## config.mk

```make
export PLATFORM = sky130hd
export DESIGN_NAME = sks_cell
export DESIGN_NICKNAME = d
export VERILOG_FILES = /design/src/rtl/sks_pkg.sv /design/src/rtl/sks_cell.sv
export SDC_FILE = /design/constraint.sdc
export NUM_CORES = 1
export LEC_CHECK = 0
export BUFFER_PORTS_ARGS = -buffer_cell sky130_fd_sc_hd__buf_2
export CORE_AREA = 5 5 200 202
export DETAILED_ROUTE_END_ITERATION = 16
export DIE_AREA = 0 0 205 207
export GPL_ROUTABILITY_DRIVEN = 0
export GPL_TIMING_DRIVEN = 0
export PLACE_DENSITY = 0.56
export SLEW_MARGIN = 5
export SYNTH_ARGS = -nofsm -noshare
export SYNTH_HDL_FRONTEND = slang
export SYNTH_SLANG_ARGS = --single-unit
export TNS_END_PERCENT = 50
```

## constraint.sdc

```tcl
create_clock -name i_clk -period 12.3 [get_ports i_clk]
set_input_delay 0 -clock i_clk [delete_from_list [all_inputs] [get_ports i_clk]]
set_output_delay 0 -clock i_clk [all_outputs]
set_load 0.005 [all_outputs]
```

## src/rtl/sks_pkg.sv

```systemverilog
`default_nettype none
// ----------------------------------------------------------------------------
// sks_pkg
// Shared types, codes and key mapping for the segmented key sorter.
// ----------------------------------------------------------------------------
package sks_pkg;

    localparam int unsigned ELEM_W = 64;
    localparam int unsigned LEN_W  = 7;
    localparam int unsigned KIND_W = 3;

    localparam logic [0:0] CFG_SEG_LEN   = 1'b0;
    localparam logic [0:0] CFG_ELEM_KIND = 1'b1;

    localparam logic [KIND_W-1:0] KIND_UNSIGNED = 3'd0;
    localparam logic [KIND_W-1:0] KIND_SIGNED   = 3'd1;
    localparam logic [KIND_W-1:0] KIND_FLOAT32  = 3'd2;
    localparam logic [KIND_W-1:0] KIND_FLOAT64  = 3'd3;
    localparam logic [KIND_W-1:0] KIND_COMPLEX  = 3'd4;

    typedef struct packed {
        logic [ELEM_W-1:0] element;
        logic              end_of_data;
    } t_in_item;

    typedef struct packed {
        logic [ELEM_W-1:0] sorted_value;
        logic              segment_last;
    } t_out_item;

    typedef enum logic [1:0] {
        ST_FILL,
        ST_DRAIN
    } t_state;

    // Cell control, broadcast along the row.
    typedef struct packed {
        logic insert;   // new key enters the row
        logic shift;    // row moves one place toward the head
        logic flush;    // drop all contents
    } t_cell_ctl;

    function automatic logic [31:0] key32(input logic [31:0] b);
        return b[31] ? ~b : {1'b1, b[30:0]};
    endfunction

    function automatic logic [ELEM_W-1:0] elem_key(input logic [KIND_W-1:0] kind,
                                                   input logic [ELEM_W-1:0] v);
        logic [ELEM_W-1:0] k;
        k = v;
        unique case (kind)
            KIND_SIGNED:  k = {~v[63], v[62:0]};
            KIND_FLOAT32: k = {32'd0, key32(v[31:0])};
            KIND_FLOAT64: k = v[63] ? ~v : {1'b1, v[62:0]};
            KIND_COMPLEX: k = {key32(v[63:32]), key32(v[31:0])};
            default:      k = v;
        endcase
        return k;
    endfunction

endpackage
`default_nettype wire

```

## src/rtl/sks_cell.sv

```systemverilog
`default_nettype none
// ----------------------------------------------------------------------------
// sks_cell
// One sorting cell: holds a key/value, keeps the smaller (or the earlier, if ordered), passes the rest on.
// ----------------------------------------------------------------------------
module sks_cell
    import sks_pkg::*;
(
    input  wire logic              i_clk,
    input  wire logic              i_rst_n,
    input  wire t_cell_ctl         i_ctl,
    input  wire logic              i_ordered,   // keep arrival order, no compare
    // from the previous cell (insert path)
    input  wire logic              i_prev_valid,
    input  wire logic [ELEM_W-1:0] i_prev_key,
    input  wire logic [ELEM_W-1:0] i_prev_val,
    input  wire logic              i_prev_disp,  // previous cell gives way to the new key
    // incoming key broadcast
    input  wire logic [ELEM_W-1:0] i_new_key,
    input  wire logic [ELEM_W-1:0] i_new_val,
    // from the next cell (shift path)
    input  wire logic              i_next_valid,
    input  wire logic [ELEM_W-1:0] i_next_key,
    input  wire logic [ELEM_W-1:0] i_next_val,
    output logic                   o_valid,
    output logic [ELEM_W-1:0]      o_key,
    output logic [ELEM_W-1:0]      o_val,
    output logic                   o_disp
);

    logic              r_valid;
    logic [ELEM_W-1:0] r_key;
    logic [ELEM_W-1:0] r_val;
    logic              w_take;

    // A slot gives way if it is empty or, unless i_ordered, holds a strictly
    // greater key (equal keys stay ahead: stable). Filled slots form a prefix in
    // key order (arrival order if i_ordered), so the first slot that gives way
    // takes the new key and every later slot takes its neighbor's old content.
    assign o_disp = !r_valid || (!i_ordered && (r_key > i_new_key));
    assign w_take = !i_prev_disp && o_disp;

    always_ff @(posedge i_clk) begin
        if (!i_rst_n || i_ctl.flush) begin
            r_valid <= 1'b0;
        end else if (i_ctl.shift) begin
            r_valid <= i_next_valid;
            r_key   <= i_next_key;
            r_val   <= i_next_val;
        end else if (i_ctl.insert) begin
            if (i_prev_disp) begin
                r_valid <= i_prev_valid;
                r_key   <= i_prev_key;
                r_val   <= i_prev_val;
            end else if (w_take) begin
                r_valid <= 1'b1;
                r_key   <= i_new_key;
                r_val   <= i_new_val;
            end
        end
    end

    assign o_valid = r_valid;
    assign o_key   = r_key;
    assign o_val   = r_val;

endmodule
`default_nettype wire

```

-- Yosys cells after proc, flatten, opt, wreduce, memory -nomap -nowiden
Index checks and enable logic that the tools add are counted.
- output and inout bits: 130
- word-level logic and storage cells: 29
- input bits: 393
- register bits: 129
- multiplexer cells: 12
- bitwise logic cells: 1
- reductions and logical operators: 12
- order comparisons: 1
- operators by type and width (cell ; number):
    64-bit two-way mux ; 8
    64-bit greater-than comparator ; 1
    1-bit zero test ; 4
    1-bit two-way mux ; 4
    3-bit AND reduction ; 1
    3-bit nonzero test ; 1
    1-bit logical AND ; 2
    1-bit logical OR ; 2
    2-bit AND reduction ; 1
    2-bit nonzero test ; 1
    1-bit NOT ; 1

-- Logic depth before layout (Yosys ltp)
Gate-level depths: netlist of the first run.
- word-level depth: 8
- gate-level depth with buffers: 9
- mapped depth without buffers: 9

-- Worst setup path after synthesis of the first run
Ideal clock, no wire load.
- path type: flip-flop to flip-flop
- start point: register r_key[61], in the netlist o_key[61]
- end point: register r_key[0], in the netlist o_key[0], enable pin
- clock period less this slack: 5.390 ns
- setup slack: 6.910 ns
- setup time: 0.503 ns
- buffers on the path: 0
- arrival: 4.888 ns
- required time: 11.797 ns
- cell stages (with the launch flop): 9
- cell sequence: edfxtp_1 ha_1 nand4_2 nor4_4 nand2_2 nor4_2 a211oi_2 a31oi_1 and2_1
- longest elaborated chain between the ends: 6
- RTL lines (element ; RTL line ; source):
    start: declaration ; sks_cell.sv:32 ; logic [ELEM_W-1:0] r_key;
    start signal: assignment ; sks_cell.sv:48 ; r_key <= i_next_key;
    start signal: assignment ; sks_cell.sv:53 ; r_key <= i_prev_key;
    start signal: assignment ; sks_cell.sv:57 ; r_key <= i_new_key;
    64-bit greater-than comparator ; sks_cell.sv:40 ; assign o_disp = !r_valid || (!i_ordered && (r_key > i_new_key));
    1-bit logical AND ; sks_cell.sv:40 ;
    1-bit logical OR ; sks_cell.sv:40 ;
    1-bit logical AND ; sks_cell.sv:41 ; assign w_take = !i_prev_disp && o_disp;
    3-bit nonzero test (no line) ; -- ;
    3-bit AND reduction (no line) ; -- ;
Every way passes these cells.
A chain may end at the register's enable or synchronous reset.

-- Worst setup path in the final report of the first run
- start point: register r_key[27], in the netlist o_key[27]
- end point: register r_val[38], in the netlist o_val[38], enable pin
- longest elaborated chain between the ends: 6
- RTL lines (element ; RTL line ; source):
    64-bit greater-than comparator ; sks_cell.sv:40 ;
    1-bit logical AND ; sks_cell.sv:40 ;
    1-bit logical OR ; sks_cell.sv:40 ;
    1-bit logical AND ; sks_cell.sv:41 ;
    3-bit nonzero test (no line) ; -- ;
    3-bit AND reduction (no line) ; -- ;
    end signal: assignment ; sks_cell.sv:49 ; r_val <= i_next_val;
    end signal: assignment ; sks_cell.sv:54 ; r_val <= i_prev_val;
    end signal: assignment ; sks_cell.sv:58 ; r_val <= i_new_val;
    end: declaration ; sks_cell.sv:33 ; logic [ELEM_W-1:0] r_val;
Every way passes these cells.

==> results of run 1 <==
[how the worst max path moves through the flow]
| stage | startpoint | slack (ns) | cells past startpoint | end |
|---|---|---|---|---|
| floorplan | o_key[61] | 6.91 | 8 | o_key[0] |
| global placement | o_key[14] | 4.93 | 8 | o_key[12] |
| detailed placement | o_key[27] | 8.73 | 9 | o_key[12] |
| CTS | o_key[27] | 8.71 | 9 | o_key[1] |
| global route | o_key[27] | 8.54 | 9 | o_val[41] |
| finish | o_key[27] | 8.80 | 9 | o_val[38] |
[metrics by stage]
stage          utilization, %  total power, mW  worst slack, ns  std cells  instance area (µm²)
5_1_grt                  38.4             1.44             8.54       2123                14600
2_1_floorplan               -            0.639             6.91        802                 8230
6_report                 38.4             1.37             8.80       2123                14600
3_3_place_gp             30.1            0.768             4.93       1840                11500
4_1_cts                  38.4             1.39             8.71       2123                14600
3_5_place_dp             30.3            0.770             8.73       1842                11500
[cell type report]
type | count | area (µm²) | share of cell area (%)
Timing Repair Buffer | 771 | 5150 | 35.2
Multi-Input combinational cell | 565 | 3950 | 27.0
Sequential cell | 129 | 3860 | 26.4
Tap cell | 518 | 648 | 4.43
Clock buffer | 19 | 433 | 2.96
Inverter | 64 | 240 | 1.64
Buffer | 44 | 181 | 1.24
Clock inverter | 13 | 163 | 1.11
[worst max-delay path: stages (launching register included)]
cell and delay (ns):
edfxtp_1 0.42, ha_1 0.33, nand4_1 0.16, or4_4 0.60
nor4_2 0.38, a31oi_1 0.43, o22ai_1 0.22, a31oi_1 0.09
and2_4 0.25, buf_16 0.22
[flip-flops by register name, summed over array words and instances, names as in the netlist]
name / count
o_key: 64
o_val: 64
o_valid: 1
[synthesized netlist by cell type, types with 2 or more instances]
cell type  instances  area, µm²
nand2_1          147        552
o21ai_0          137        686
mux2i_1          129       1290
edfxtp_1         128       3840
ha_1              64        801
inv_1             64        240
clkbuf_1          31        116
a21oi_1           22        110
buf_2             13       65.1
nand4_1            7       43.8
and4_1             6       52.6
nor2_1             6       22.5
a21o_1             4       30.0
nand3_1            4       20.0
a31oi_1            3       18.8
nor2b_1            3       18.8
nor3_1             3       15.0
nor4_2             3       37.5
a221o_1            2       20.0
a22oi_1            2       15.0
and2_1             2       12.5
nand4_2            2       25.0
or4_4              2       22.5
[layout by cell type (no fill, tap or decap), types with 2 or more instances in the layout]
| cell | instances |
|---|---|
| nand4_1 | 7 |
| edfxtp_1 | 128 |
| a221o_1 | 2 |
| buf_2 | 533 |
| clkbuf_1 | 33 |
| clkinv_2 | 2 |
| nand3_1 | 4 |
| o21ai_0 | 137 |
| a21oi_1 | 22 |
| dlygate4sd3_1 | 249 |
| a22oi_1 | 2 |
| clkinvlp_4 | 2 |
| nand4_2 | 2 |
| nor2b_1 | 3 |
| a31oi_1 | 3 |
| nor4_2 | 3 |
| nor3_1 | 3 |
| clkinv_4 | 4 |
| ha_1 | 64 |
| a21o_1 | 4 |
| and4_1 | 6 |
| nand2_1 | 147 |
| or4_4 | 2 |
| nor2_1 | 6 |
| mux2i_1 | 129 |
| clkbuf_16 | 17 |
| buf_16 | 2 |
| bufinv_16 | 3 |
| inv_1 | 64 |
[logic make-up (layout without fill, tap and decap cells)]
logic type	count (synthesis)	after routing	synth area share (%)
AOI/OAI and AO/OA	180	180	11.7
adders and majority gates	64	64	9.73
buffers and inverters	108	911	5.12
DFF	129	129	46.9
muxes	129	129	15.7
and+or+nand+nor	192	192	10.8
[where the power goes]
group / internal, mW / switching, mW / total [mW]
Clock: 0.319 / 0.209 / 0.528
Combinational: 0.180 / 0.142 / 0.322
Sequential: 0.512 / 0.00816 / 0.520
Total: 1.01 / 0.359 / 1.37
[layer usage]
metal  GRT usage, %  vias up  share of wire, %
met5              0        -                 0
li1               -     4486                 -
met2           29.8      414                50
met3           4.35       69               7.8
met1           18.9     4359                39
met4           6.79        0               3.5
==> flow_summary.yaml, run 1 <==
status:
  outcome: "complete, no violations"
floorplanning:
  die_x_um: 205
  dieArea_um2: 42400
  initial_core_util_pct: 21.6
  io_pins: 523
  rows: 72
  core_area_um2: 38100
  die_h_um: 207
synthesis:
  yosysWarnings: 0
  syn_area_um2: 8230
  synthFlopType: "edfxtp_1"
  synth_edf_count: 128
  synth-seq-cells: 129
  syn_nets: 1259
  ys_seq_area_share_pct: 46.9
  yosysUniqueCellTypes: 41
  synthArstFlopShare_pct: 0
  syn_inst: 802
  avgSynthCellArea_um2: 10.3
drt:
  drt_pass1_iterations: 5
  route.detailed.drc: 0
  postRouteAntennaNets: 0
  routedWlPerCell_um: 17.5
  vias: 9328
  drtIter0Drc: 475
  wirelength_um: 37100
  vias_per_cell: 4.39
setup_path:
  r2r-start: "o_key[27]"
  cp-start-kind: "register"
  reg2reg_depth: 9
  end_kind: "register"
  path_class: "reg -> reg"
  cp_data_required_time_ns: 12.43
  crit_arrival_ns: 3.63
  reg2reg_to: "o_val[38]"
  r2r_slack_ns: 8.80
  critical_path.max_fanout: 64
pwr:
  cellPowerDensity_nw_per_um2: 93.6
  ir_drop_v: 0.0000902
  p_leak_nw: 7.03
clocking:
  path_clk_slew_ns: 0.06
  tritoncts: "built"
  cts_buffers: 17
  post_cts_buffers: 0
  cts.sinks: 129
  hold_buffers: 249
  root_buffer: "clkbuf_16"
  clk_latency_ns: 0.43
  htreeDepth: 4
  ctsLongestPathBuffers: 2
  cts_resized: 0
finish:
  insertedDiodeCount: 0
  area_growth_pct: 77.7
  drive_gt1_share_pct: 36.0
  fillers: 3805
  nNetsFinal: 2049
sta:
  hold_ws_ns: 0.0216
  max_freq_ghz: 0.286
  final-setup-viol-count: 0
  tns_ns: 0
  rsz0062_at_grt: "no"
  slew_headroom_pct: 27.0
  post-route-min-period_ns: 3.50
  drv_slew: 0
  post-route-period-util_pct: 28.4
  worstMarginPinSlew_ns: 1.10
  final_hold_viol_count: 0
  finalClockSkew_ns: 0.00805
grt:
  grt_use_total_pct: 16.8
  grt_antenna_before_repair: 1
  grt_pass1_vias: 9847
  grt_first_pass_wirelength_um: 54700
  overflow: 0
  grt_max_degree: 65
worst_hold_path:
  holdPathEnd: "o_val[9]"
  hold_depth: 3
  min_path_type: "in -> reg"
  holdCritStartpoint: "i_prev_val[9]"
run:
  drv_cap: 0
placed_design:
  port_buffers: 520
  hpwl_um: 28700
No activity file was read; power rests on OpenSTA's default activity.
==> run 2: changes to the inputs <==
Clock period 12.3 ns to 3.6 ns, I/O delays scaled along.
==> flow_summary.yaml, run 2 (synthesis results as in run 1) <==
sta:
  final-setup-viol-count: 0
  hold_ws_ns: 0.0133
  post-route-min-period_ns: 3.35
  post-route-period-util_pct: 93.1
  drv_slew: 0
  worstMarginPinSlew_ns: 0.993
  tns_ns: 0
  rsz0062_at_grt: "no"
  finalClockSkew_ns: 0.0104
  final_hold_viol_count: 0
  slew_headroom_pct: 33.8
  max_freq_ghz: 0.299
pwr:
  ir_drop_v: 0.000295
  p_comb_share_pct: 24.2
  intPower_mw: 3.36
  swShare_pct: 26.1
  p_seq_share_pct: 39.0
  p_leak_nw: 7.00
  pwr-share-clk_pct: 36.8
  power.switching_mw: 1.19
  cellPowerDensity_nw_per_um2: 313
  p_total_mw: 4.55
finish:
  final_cell_mix: "buf_2, dlygate4sd3_1, nand2_1, o21ai_0, mux2i_1"
  drive_gt1_share_pct: 35.9
  fillers: 3838
  nNetsFinal: 2045
  mostFrequentLayoutCell: "buf_2"
  final_area_um2: 14600
  final_util_pct: 38.2
  area_growth_pct: 76.8
setup_path:
  crit_start: "o_key[27]"
  r2r-start: "o_key[27]"
  cp-start-kind: "register"
  end_kind: "register"
  cp_data_required_time_ns: 3.73
  critical_path.max_fanout: 64
  crit_arrival_ns: 3.48
  path_class: "reg -> reg"
floorplanning:
  core_area_um2: 38100
  initial_core_util_pct: 21.6
  die_h_um: 207
  dieArea_um2: 42400
  die_x_um: 205
  io_pins: 523
  rows: 72
grt:
  grt_max_degree: 65
  grt_use_total_pct: 16.9
  overflow: 0
  grt_first_pass_wirelength_um: 55200
  grt_pass1_vias: 9893
  grt_antenna_before_repair: 4
clocking:
  clk_latency_ns: 0.43
  tritoncts: "built"
  cts.sinks: 129
  htreeDepth: 4
  path_clk_slew_ns: 0.06
  cts_buffers: 17
  root_buffer: "clkbuf_16"
  post_cts_buffers: 0
  ctsLongestPathBuffers: 2
drt:
  vias_per_cell: 4.41
  drt_pass1_iterations: 5
  vias: 9353
  drtIter0Drc: 508
  route.detailed.drc: 0
  postRouteAntennaNets: 0
  routedWlPerCell_um: 17.7
  wirelength_um: 37600
worst_hold_path:
  min_path_type: "in -> reg"
  holdCritStartpoint: "i_new_val[6]"
status:
  outcome: "complete, no violations"
placed_design:
  port_buffers: 520
  hpwl_um: 29100
  placed_area_um2: 11500
run:
  drv_cap: 0
-- run 2: cell types whose count changed in the layout (fill, tap and decap cells not counted), sizes merged --
cell	delta
dlygate4sd3	-4
bufinv	-1
diode	+1
-- run 2: power groups by stage --
stage                     clock [mW]  sequential, mW  combinational, mW
after floorplan                    0            1.81              0.364
after global placement             0            1.81              0.806
after detailed placement           0            1.81              0.827
after CTS                       1.74            1.78               1.09
after global routing            1.79            1.78               1.20
final                           1.67            1.78               1.10
-- run 2: per-stage QoR --
stage	cells	setup WS [ns]
floorplan	802	0.269
global placement	1840	-0.596
detailed placement	1842	0.00953
CTS	2117	0.196
global route	2119	0.0294
finish	2119	0.250
-- run 2: routing by layer --
| metal | GRT usage (%) | wire (µm) |
|---|---|---|
| met5 | 0 | 11 |
| met2 | 30.7 | 19300 |
| met1 | 18.2 | 14000 |
| met3 | 5.02 | 3010 |
| met4 | 6.88 | 1230 |
-- run 2: worst paths after layout --
path	to	slack [ns]	cells past startpoint
max	o_key[0]	0.25	9
min	o_val[6]	0.01	3
max reg2reg	o_key[0]	0.25	9
min reg2reg	o_valid	0.50	2
-- run 2: what timing repair did --
item | in CTS | in global routing
hold buffers | 244 | 1
setup endpoints to repair | 35 | 0
gates resized for setup | 1 | 0
endpoints found under the hold margin | 128 | 1
-- run 2: layout make-up --
cell class / instances / area (µm²) / area share (%)
sequential: 129 / 3860 / 26.5
antenna: 1 / 2.50 / 0.0172
timing repair buffer: 767 / 5110 / 35.1
clock buffer: 19 / 433 / 2.97
buffer: 44 / 181 / 1.25
tap: 518 / 648 / 4.45
clock inverter: 12 / 118 / 0.808
inverter: 64 / 240 / 1.65
multi-input combinational: 565 / 3960 / 27.2
-- run 2: critical path, stage by stage (launching register included) --
cell	delay [ns]
edfxtp_1	0.44
ha_1	0.34
nand4_1	0.16
or4_4	0.62
nor4_4	0.33
a31oi_1	0.31
o22ai_1	0.20
a31oi_1	0.09
and2_4	0.25
buf_16	0.23
